<file path="src/rtl/amc_pkg.sv">
// Shared types, constants and helper functions for the admitted matrix classifier.
package amc_pkg;

	localparam int ROW_W  = 4;
	localparam int N_ROWS = 4;
	localparam int N_SETS = 1 << N_ROWS;
	localparam logic [ROW_W-1:0] ROW_MASK = 4'hF;

	typedef logic [N_SETS-1:1][ROW_W-1:0] amc_img_t;

	typedef struct packed {
		logic [N_ROWS-1:0] strict_ok;
		logic [N_ROWS-1:0] loose_ok;
	} amc_exp_t;

	function automatic logic [2:0] popcount4(input logic [ROW_W-1:0] x);
		logic [2:0] n;
		n = 3'(x[0]) + 3'(x[1]) + 3'(x[2]) + 3'(x[3]);
		return n;
	endfunction

	function automatic logic [ROW_W-1:0] get_row(input logic [N_ROWS*ROW_W-1:0] m,
		input int i);
		logic [ROW_W-1:0] r;
		r = m[i*ROW_W +: ROW_W] & ROW_MASK;
		return r;
	endfunction

endpackage

</file>
<file path="src/rtl/admitted_matrix_classifier.sv">
// Top level of the admitted matrix classifier: a three-stage pipeline with stream ports.
//
// One 4x4 Boolean matrix enters as a word on the s_axis side: row i sits in
// bits 4i..4i+3 and bit k of a row is column k. For each matrix exactly one
// word leaves on the m_axis side, in input order, carrying two flags.
// The admitted flag is set when all rows are nonzero and some leading level
// passes the strict expansion, the looser expansion at every larger size and
// the column cover check. The scrambling flag is set when every pair of rows
// shares a column.
// Stage one forms the column image of every row set, stage two runs the
// expansion checks at every size, and stage three combines the levels into
// the output register. A word accepted into stage one passes through stage two into
// stage three, which drives m_axis_tvalid; one word per cycle is sustained while
// m_axis_tready stays high. Each stage moves forward whenever the stage after it is
// empty or moving, so a stalled receiver fills the pipeline and only then drops
// s_axis_tready; no word is lost or repeated. Reset clears all valid bits at once.
module admitted_matrix_classifier (
	input  logic        clk,
	input  logic        arst_n,
	input  logic        s_axis_tvalid,
	output logic        s_axis_tready,
	input  logic [15:0] s_axis_tdata,  // [15:0] matrix
	output logic        m_axis_tvalid,
	input  logic        m_axis_tready,
	output logic [7:0]  m_axis_tdata   // [0] admitted, [1] scrambling, [7:2] zero
);
	import amc_pkg::*;

	logic                      vld_s1, vld_s2, vld_s3;
	logic                      rdy_s1, rdy_s2, rdy_s3;
	logic [N_ROWS*ROW_W-1:0]   mat_s1, mat_s2;
	amc_img_t                  img_s1;
	logic                      scr_s1, scr_s2, scr_s3;
	amc_exp_t                  exp_s2;
	logic                      adm_s3;

	amc_img_t                  img_c;
	logic                      scr_c;
	amc_exp_t                  exp_c;
	logic                      adm_c;

	assign rdy_s3 = !vld_s3 || m_axis_tready;
	assign rdy_s2 = !vld_s2 || rdy_s3;
	assign rdy_s1 = !vld_s1 || rdy_s2;
	assign s_axis_tready = rdy_s1;

	always_comb begin
		scr_c = 1'b1;
		img_c = '0;
		for (int p = 1; p < N_SETS; p++) begin
			for (int i = 0; i < N_ROWS; i++) begin
				if (p[i])
					img_c[4'(p)] = img_c[4'(p)] | get_row(s_axis_tdata, i);
			end
		end
		for (int i = 0; i < N_ROWS; i++) begin
			for (int j = i + 1; j < N_ROWS; j++) begin
				if ((get_row(s_axis_tdata, i) & get_row(s_axis_tdata, j)) == '0)
					scr_c = 1'b0;
			end
		end
	end

	amc_expand u_expand (
		.img   (img_s1),
		.flags (exp_c)
	);

	always_comb begin
		logic             pass;
		logic             any_pass;
		logic             all_nz;
		logic [ROW_W-1:0] cols;
		any_pass = 1'b0;
		all_nz   = 1'b1;
		for (int i = 0; i < N_ROWS; i++) begin
			if (get_row(mat_s2, i) == '0)
				all_nz = 1'b0;
		end
		for (int lvl = 1; lvl <= N_ROWS; lvl++) begin
			cols = ROW_W'((1 << lvl) - 1);
			pass = exp_s2.strict_ok[lvl-1];
			for (int s = lvl + 1; s <= N_ROWS; s++) begin
				if (!exp_s2.loose_ok[s-1])
					pass = 1'b0;
			end
			for (int i = lvl; i < N_ROWS; i++) begin
				if ((get_row(mat_s2, i) & cols) == '0)
					pass = 1'b0;
			end
			if (pass)
				any_pass = 1'b1;
		end
		adm_c = all_nz && any_pass;
	end

	always_ff @(posedge clk or negedge arst_n) begin
		if (!arst_n) begin
			vld_s1 <= 1'b0;
			vld_s2 <= 1'b0;
			vld_s3 <= 1'b0;
		end else begin
			if (rdy_s1)
				vld_s1 <= s_axis_tvalid;
			if (rdy_s2)
				vld_s2 <= vld_s1;
			if (rdy_s3)
				vld_s3 <= vld_s2;
		end
	end

	always_ff @(posedge clk) begin
		if (rdy_s1 && s_axis_tvalid) begin
			mat_s1 <= s_axis_tdata;
			img_s1 <= img_c;
			scr_s1 <= scr_c;
		end
		if (rdy_s2 && vld_s1) begin
			mat_s2 <= mat_s1;
			exp_s2 <= exp_c;
			scr_s2 <= scr_s1;
		end
		if (rdy_s3 && vld_s2) begin
			adm_s3 <= adm_c;
			scr_s3 <= scr_s2;
		end
	end

	assign m_axis_tvalid = vld_s3;
	assign m_axis_tdata  = {6'b0, scr_s3, adm_s3};

endmodule

</file>
<file path="src/rtl/amc_expand.sv">
// Expansion checks at every leading size from the column images of all row sets.
module amc_expand (
	input  amc_pkg::amc_img_t img,
	output amc_pkg::amc_exp_t flags
);
	import amc_pkg::*;

	always_comb begin
		logic [ROW_W-1:0] cols;
		logic [ROW_W-1:0] ip;
		logic [ROW_W-1:0] iq;
		logic [2:0]       cnt;
		logic [2:0]       need;
		flags = '0;
		for (int s = 1; s <= N_ROWS; s++) begin
			cols = ROW_W'((1 << s) - 1);
			flags.strict_ok[s-1] = 1'b1;
			flags.loose_ok[s-1]  = 1'b1;
			for (int i = 0; i < s; i++) begin
				if ((img[4'(1 << i)] & cols) == '0) begin
					flags.strict_ok[s-1] = 1'b0;
					flags.loose_ok[s-1]  = 1'b0;
				end
			end
			for (int p = 1; p < N_SETS; p++) begin
				for (int q = 1; q < N_SETS; q++) begin
					if (p < (1 << s) && q < (1 << s) && (p & q) == 0) begin
						ip   = img[4'(p)] & cols;
						iq   = img[4'(q)] & cols;
						cnt  = popcount4(ip | iq);
						need = popcount4(4'(p | q));
						if ((ip & iq) == '0) begin
							if (cnt <= need)
								flags.strict_ok[s-1] = 1'b0;
							if (cnt < need)
								flags.loose_ok[s-1] = 1'b0;
						end
					end
				end
			end
		end
	end

endmodule

</file>
<file path="config.mk">
export PLATFORM = sky130hd
export DESIGN_NAME = admitted_matrix_classifier
export DESIGN_NICKNAME = d
export VERILOG_FILES = /design/src/rtl/amc_pkg.sv /design/src/rtl/admitted_matrix_classifier.sv /design/src/rtl/amc_expand.sv
export SDC_FILE = /design/constraint.sdc
export NUM_CORES = 1
export LEC_CHECK = 0
export ABC_AREA = 1
export BUFFER_PORTS_ARGS = -buffer_cell sky130_fd_sc_hd__buf_2
export CAP_MARGIN = 5
export CORE_UTILIZATION = 40
export CTS_BUF_LIST = sky130_fd_sc_hd__clkbuf_8
export CTS_CLUSTER_SIZE = 14
export DETAILED_ROUTE_END_ITERATION = 10
export PLACE_DENSITY = 0.59
export SLEW_MARGIN = 30
export SYNTH_ARGS = -nofsm -noshare
export SYNTH_HDL_FRONTEND = slang
export SYNTH_HIERARCHICAL = 1
export SYNTH_SLANG_ARGS = --single-unit
</file>
<file path="constraint.sdc">
create_clock -name clk -period 5.3 [get_ports clk]
set_input_delay 1.06 -clock clk [delete_from_list [all_inputs] [get_ports clk]]
set_output_delay 1.06 -clock clk [all_outputs]
set_load 0.005 [all_outputs]
</file>
==> results of run 1 <==
==> worst paths after layout <==
check | from | end | cells after the start
max | m_axis_tready | s_axis_tready | 6
min in group asynchronous | arst_n | vld_s1$_DFFE_PN0N_ | 1
min reg2reg | scr_s2$_DFFE_PP_ | scr_s3$_DFFE_PP_ | 0
max in group asynchronous | arst_n | m_axis_tvalid$_DFFE_PN0P_ | 1
max reg2reg | img_s1[4]$_DFFE_PP_ | exp_s2[3]$_DFFE_PP_ | 13
min | scr_s2$_DFFE_PP_ | scr_s3$_DFFE_PP_ | 0
==> worst max-delay path, delay by kind of cell <==
family                 cells  cell delay, ns
buffers and inverters      3            0.29
AND/OR/NAND/NOR            3            0.28
==> metrics by stage <==
step | cell area [µm²] | worst slack (ns)
finish | 3500 | 2.61
global route | 3500 | 2.48
CTS | 3500 | 2.61
detailed placement | 3330 | 2.62
global placement | 3330 | 2.62
floorplan | 3180 | 2.88
==> routing by layer <==
metal / routed length [µm] / global-route usage (%) / up-vias
met1: 2810 / 20.6 / 1003
met3: 253 / 3.85 / 6
met4: 69 / 6.88 / 0
met5: 0 / 0 / -
met2: 2960 / 27.2 / 51
li1: - / - / 1106
==> power by group through the flow <==
stage / logic [W] / clock network (W) / registers [W]
3_5_place_dp: 0.000192 / 0 / 0.000634
2_1_floorplan: 0.000152 / 0 / 0.000613
5_1_grt: 0.000222 / 0.000359 / 0.000632
6_report: 0.000191 / 0.000334 / 0.000623
4_1_cts: 0.000193 / 0.000344 / 0.000625
3_3_place_gp: 0.000186 / 0 / 0.000633
==> cell type report <==
type / count / area (µm²)
clock buffer: 10 / 138
clock inverter: 6 / 27.5
multi-input combinational: 213 / 1170
inverter: 52 / 195
fill: 759 / 4190
tap: 102 / 128
timing repair buffer: 23 / 115
sequential: 58 / 1730
==> flip-flops by register name, indices dropped and copies added (netlist names) <==
name / cells
adm_s3: 1
exp_s2: 7
img_s1: 18
m_axis_tvalid: 1
mat_s1: 10
mat_s2: 16
scr_s1: 1
scr_s2: 1
scr_s3: 1
vld_s1: 1
vld_s2: 1
==> reports/results.txt, run 1 <==
routed wire length - 6090 µm
TritonCTS clock tree - built
Resize count post-CTS - 0
DP Cell Count - 448
Sw Pwr - 0.000322 W
# IOs - 30
RSZ-0062 raised after global routing - no
Seq pwr share - 54.3%
Final Wtd Congestion - 0.831
Rows - 32
Final Instance Count excl. Fillers - 464
DR vias/cell - 4.67
Max Freq - 0.371 GHz
Net Sw Frac - 28.0%
crit path max fanout - 3
Hold Worst Slack - 0.425 ns
Residual DRC - 0
synth warn - 6
Layout area overhead - 10.6%
combinational share of power - 16.6%
Initial Util - 41.2%
Tightest Pin Transition - 0.871 ns
power share of the clock group - 29.1%
WL/cell - 13.1 µm
Startpoint Class - input port
Lkg Pwr - 1.52 nW
Nets - 396
# diodes - 0
cells after synthesis - 331
initial antenna violation count - 0
fin. max-slew vios - 0
MaxCap Viol Count - 0
vias in the first global route - 2209
Max H-tree Level - 3
slew margin rel. - 41.9%
Total Negative Setup Slacks - 0 ns
Critical-path top delay cell - buf_2
Root Driver - clkbuf_8
worst vdd rail ir drop - 0.000192 V
status - completed
gr ovfl total - 0
CP Capture Type - output pin
hold crit path type - reg -> reg
Bufs on Longest Clock Path - 2
post-CTS setup buffer count - 0
die extent in y - 90.9 µm
DR iter-0 viols - 115
syn avg cell area - 9.56 µm²
fin util - 45.5%
Clock transition at path regs - 0.07 ns
design internal power - 0.000826 W
Clock Sinks - 58
WP data required - 4.24 ns
Final setup violation count - 0
largest net degree at the start of global routing - 30
Setup Skew - 0.00709 ns
Final Total Pwr - 0.00115 W
Slowest Stage Delay on Critical Path - 0.14 ns
total number of vias - 2166
Setup CP Type - in -> out
fin crit share - 50.8%
Hold Vio Cnt, Final - 0
Worst-Skew Late Latency - 0.33 ns
die width - 90.9 µm
Cell Pwr Density - 328 nW/µm²
commonest cells after routing, fill and taps aside - nand2_1 (74), nor2_1 (63), edfxtp_1 (55), inv_1 (42), buf_2 (23)
post-route minimum period - 2.69 ns
most common cell after layout, fill and taps aside - nand2_1
R2R Setup Slk - 2.86 ns
total track usage - 16.4%
crit path cell chain - buf_2, inv_1, nand2_1, nor2_1, nand2_1, buf_2
input/output buffers - 23
total CTS buffers - 9
layout cell share with drive strength beyond 1 - 15.2%
Worst EP arrival - 1.63 ns
first-pass GRT wire length - 10200 µm
DR pass1 iterations - 4
Die ar. - 8270 µm²
Core Box Area - 7690 µm²
Hold Buf Count CTS - 0
Netlist Area Pre-Place - 3160 µm²
DP HPWL - 4680 µm
post-route ant nets - 0
No activity file was read; power rests on OpenSTA's default activity.
==> inputs of run 2 (changes only) <==
clock period = 2.8 ns   (was 5.3 ns; I/O delays follow)
==> run 2 against run 1 <==
Against the previous run: final cell count up 1.7%; non-clock buffer count up 8; power up 100%; largest cell class unchanged; combinational power up 110%; via count up 2.8%; routed wire length up 5.9%; global-route usage up 0.99 points; sequential cell count unchanged; worst setup slack worse by 2.2 ns; cell area up 2.5%; sequential power up 86%.
==> reports/results.txt, run 2 (same netlist as run 1, synthesis figures left out) <==
die width - 90.9 µm
Worst-Skew Late Latency - 0.34 ns
vias in the first global route - 2308
die extent in y - 90.9 µm
Residual DRC - 0
first-pass GRT wire length - 10700 µm
Sequential cell area - 1730 µm²
Final Cell Area - 3580 µm²
post-route minimum period - 2.43 ns
WL/cell - 13.7 µm
Slowest Stage Delay on Critical Path - 0.51 ns
fill count - 747
gr ovfl total - 0
hold crit path type - in -> reg
DP HPWL - 4900 µm
most common cell after layout, fill and taps aside - nand2_1
MaxCap Viol Count - 0
Root Driver - clkbuf_8
# IOs - 30
Clock transition at path regs - 0.06 ns
worst vdd rail ir drop - 0.000403 V
footprint of the multi-input gates - 1170 µm²
Bufs on Longest Clock Path - 2
DR iter-0 viols - 139
Hold Vio Cnt, Final - 0
biggest regs - img_s1 x18, mat_s2 x16, mat_s1 x10
Worst EP arrival - 2.53 ns
Max Freq - 0.412 GHz
DR pass1 iterations - 5
Total Negative Setup Slacks - 0 ns
status - completed
Max H-tree Level - 3
input/output buffers - 23
routed wire length - 6450 µm
fin. max-slew vios - 0
DP Cell Count - 455
Placed Area - 3390 µm²
initial antenna violation count - 0
Final Instance Count excl. Fillers - 472
fin crit share - 86.7%
Final Wtd Congestion - 0.840
CP most frequent cell - nor2_1
DR vias/cell - 4.72
Die ar. - 8270 µm²
Initial Util - 41.2%
Startpoint Class - flop
Layout area overhead - 13.3%
Setup Skew - 0.00881 ns
WP data required - 2.90 ns
RSZ-0062 raised after global routing - no
total CTS buffers - 9
Final setup violation count - 0
post-CTS setup buffer count - 0
post-route ant nets - 0
commonest cells after routing, fill and taps aside - nand2_1 (74), nor2_1 (63), edfxtp_1 (55), inv_1 (44), buf_2 (23)
Biggest register - img_s1
Rows - 32
total track usage - 17.4%
crit path max fanout - 8
CP Capture Type - flop
Critical-path top delay cell - edfxtp_1
Nets - 404
layout cell share with drive strength beyond 1 - 16.2%
Lkg Pwr - 1.57 nW
fin util - 46.6%
Setup CP Type - reg -> reg
Clock Sinks - 58
Core Box Area - 7690 µm²
largest net degree at the start of global routing - 30
TritonCTS clock tree - built
# diodes - 0
Largest register FFs - 18
crit path cell chain - nor2_1, inv_1, fa_1, ha_1, ha_1, nand2_1, nand3b_1, nor2_1, nor2_1, nand2_1, nor2_1
Cell Pwr Density - 640 nW/µm²
Hold Worst Slack - 0.411 ns
total number of vias - 2227
==> run 2: area by class of cell <==
type | count | share of cell area (%)
inverter | 52 | 5.45
clock inverter | 6 | 1.43
tap | 102 | 3.56
timing repair buffer | 31 | 4.96
multi-input combinational | 213 | 32.6
clock buffer | 10 | 3.84
sequential | 58 | 48.2
==> run 2: final timing paths <==
path / from / to / slack [ns] / cells past startpoint
max in group asynchronous: arst_n / vld_s1$_DFFE_PN0N_ / 2.14 / 2
min in group asynchronous: arst_n / vld_s2$_DFFE_PN0P_ / 0.55 / 2
worst min register to register: mat_s1[15]$_DFFE_PP_ / mat_s2[15]$_DFFE_PP_ / 0.41 / 0
worst max register to register: img_s1[12]$_DFFE_PP_ / exp_s2[3]$_DFFE_PP_ / 0.37 / 11
worst min-delay path: s_axis_tdata[12] / mat_s1[12]$_DFFE_PP_ / 0.41 / 1
worst max-delay path: img_s1[12]$_DFFE_PP_ / exp_s2[3]$_DFFE_PP_ / 0.37 / 11
==> run 2: metrics by stage <==
step	setup WS [ns]	power (W)
2_1_floorplan	0.569	0.00145
3_3_place_gp	0.465	0.00157
3_5_place_dp	0.380	0.00158
4_1_cts	0.384	0.00231
5_1_grt	0.193	0.00242
6_report	0.373	0.00229
==> run 2: power by group <==
part           switching, W  total (W)  internal [W]
clock network      0.000313   0.000735      0.000422
logic              0.000256   0.000399      0.000142
registers         0.0000602    0.00116       0.00110
==> run 2: per-layer routing <==
| metal | routed length [µm] | GRT usage [%] |
|---|---|---|
| met4 | 257 | 10.7 |
| met2 | 3110 | 29.3 |
| met5 | 0 | 0 |
| met3 | 308 | 3.77 |
| met1 | 2770 | 20.2 |
==> run 2: worst max-delay path: cells and delay by family, from the launching register on <==
family / cells / cell delay, ns
adders and majority gates: 3 / 0.97
and+or+nand+nor: 7 / 0.63
DFF: 1 / 0.51
buffers and inverters: 1 / 0.09
==> run 2: timing repair <==
action	in CTS	in global routing
endpoints found under the setup margin	0	0
hold endpoints to repair	3	0
hold buffers	1	0
gates resized for setup	0	0
==> inputs of run 3 (changes only) <==
CTS_BUF_LIST = not set   (was sky130_fd_sc_hd__clkbuf_8)
==> run 3 against run 2 <==
Against the previous run: sequential share of layout area is the same; worst hold slack improved by 0.0046 ns; cell area unchanged; largest power group unchanged; worst setup slack improved by 0.010 ns.
==> reports/results.txt, run 3 (same netlist as run 1, synthesis figures left out) <==
status - completed
Hold Worst Slack - 0.415 ns
Hold Vio Cnt, Final - 0
gr ovfl total - 0
# IOs - 30
worst vdd rail ir drop - 0.000403 V
Cell Pwr Density - 642 nW/µm²
first-pass GRT wire length - 10700 µm
die width - 90.9 µm
Largest register FFs - 18
CP Capture Type - flop
Slowest Stage Delay on Critical Path - 0.51 ns
fin crit share - 86.3%
post-route minimum period - 2.42 ns
crit path max fanout - 8
TritonCTS clock tree - built
Placed Area - 3390 µm²
Final setup violation count - 0
total number of vias - 2211
Biggest register - img_s1
DR vias/cell - 4.68
layout cell share with drive strength beyond 1 - 16.2%
WP data required - 2.90 ns
Crit Reg-Reg Startpoint - img_s1[12]$_DFFE_PP_
Critical-path top delay cell - edfxtp_1
R2R Setup Slk - 0.38 ns
largest net degree at the start of global routing - 30
Max Freq - 0.414 GHz
Resize count post-CTS - 0
Lkg Pwr - 1.56 nW
Die ar. - 8270 µm²
DR pass1 iterations - 4
RSZ-0062 raised after global routing - no
routed wire length - 6430 µm
Setup Skew - 0.00942 ns
Place WS - 0.380 ns
Startpoint Class - flop
Final Instance Count excl. Fillers - 472
max layer used - met4
Worst EP arrival - 2.52 ns
final worst setup slack - 0.383 ns
initial antenna violation count - 0
FF-to-FF path depth - 11
DP Cell Count - 455
met1 WL - 2740 µm
met3 wire length - 295 µm
buffers and inverters on the worst path - 1
Residual DRC - 0
Bufs on Longest Clock Path - 2
Reg-to-Reg End - exp_s2[3]$_DFFE_PP_
Total Negative Setup Slacks - 0 ns
post-route ant nets - 0
WL/cell - 13.6 µm
CP top delay family - adder cells
crit path cell chain - nor2_1, inv_1, fa_1, ha_1, ha_1, nand2_1, nand3b_1, nor2_1, nor2_1, nand2_1, nor2_1
DR iter-0 viols - 134
Rows - 32
hold crit path type - reg -> reg
Initial Util - 41.2%
fill count - 747
biggest regs - img_s1 x18, mat_s2 x16, mat_s1 x10
DR WL met2 - 3190 µm
Max H-tree Level - 3
fin. max-slew vios - 0
total CTS buffers - 9
input/output buffers - 23
hold path cells - 0
DP HPWL - 4900 µm
Hold Buf Count CTS - 1
commonest cells after routing, fill and taps aside - nand2_1 (74), nor2_1 (63), edfxtp_1 (55), inv_1 (41), buf_2 (23)
CP most frequent cell - nor2_1
HP Start - mat_s1[15]$_DFFE_PP_
die extent in y - 90.9 µm
Root Driver - clkbuf_8
Final Wtd Congestion - 0.840
# diodes - 0
Worst-Skew Late Latency - 0.34 ns
Sequential cell area - 1730 µm²
Clock Sinks - 58
Setup CP Type - reg -> reg
MaxCap Viol Count - 0
post-CTS setup buffer count - 0
total track usage - 17.4%
vias in the first global route - 2308
Final Cell Area - 3580 µm²
Clock transition at path regs - 0.06 ns
endpoint of the worst hold path - mat_s2[15]$_DFFE_PP_
most common cell after layout, fill and taps aside - nand2_1
Nets - 404
footprint of the multi-input gates - 1170 µm²
Layout area overhead - 13.3%
Core Box Area - 7690 µm²
-- run 3: cell type report --
| cell class | instances | area share [%] |
|---|---|---|
| clock inverters | 3 | 1.12 |
| repair buffers | 31 | 4.96 |
| well taps | 102 | 3.56 |
| multi-input cells | 213 | 32.6 |
| flip-flops and latches | 58 | 48.2 |
| clock buffers | 13 | 4.15 |
| inverters | 52 | 5.45 |
-- run 3: stage by stage --
step	total power, W	util (%)
after CTS	0.00232	46.6
final	0.00230	46.6
after global routing	0.00243	46.6
after global placement	0.00157	44.0
after floorplan	0.00145	-
after detailed placement	0.00158	44.0
-- run 3: how the worst max path moves through the flow --
stage / start / to / slack (ns) / cells after the start
finish: img_s1[12]$_DFFE_PP_ / exp_s2[3]$_DFFE_PP_ / 0.38 / 11
global route: img_s1[12]$_DFFE_PP_ / exp_s2[3]$_DFFE_PP_ / 0.19 / 11
CTS: img_s1[4]$_DFFE_PP_ / exp_s2[3]$_DFFE_PP_ / 0.38 / 13
detailed placement: img_s1[12]$_DFFE_PP_ / exp_s2[3]$_DFFE_PP_ / 0.38 / 11
global placement: img_s1[4]$_DFFE_PP_ / exp_s2[3]$_DFFE_PP_ / 0.46 / 13
floorplan: img_s1[12]$_DFFE_PP_ / exp_s2[3]$_DFFE_PP_ / 0.57 / 11
-- run 3: worst reg2reg max path, cell delays in order (launching register included) --
cell	delay (ns)
edfxtp_1	0.51
nor2_1	0.24
inv_1	0.09
fa_1	0.48
ha_1	0.22
ha_1	0.27
nand2_1	0.06
nand3b_1	0.08
nor2_1	0.10
nor2_1	0.06
nand2_1	0.06
nor2_1	0.04
-- run 3: power breakdown --
part / leakage (nW) / total [W] / switching, W / internal (W)
registers: 0.557 / 0.00116 / 0.0000598 / 0.00110
clock network: 0.0974 / 0.000742 / 0.000309 / 0.000433
logic: 0.902 / 0.000398 / 0.000256 / 0.000142
-- run 3: layer usage --
metal	track usage (%)	up-vias
met2	29.3	61
met4	10.7	0
li1	-	1119
met1	20.2	1015
met5	0	-
met3	3.77	16
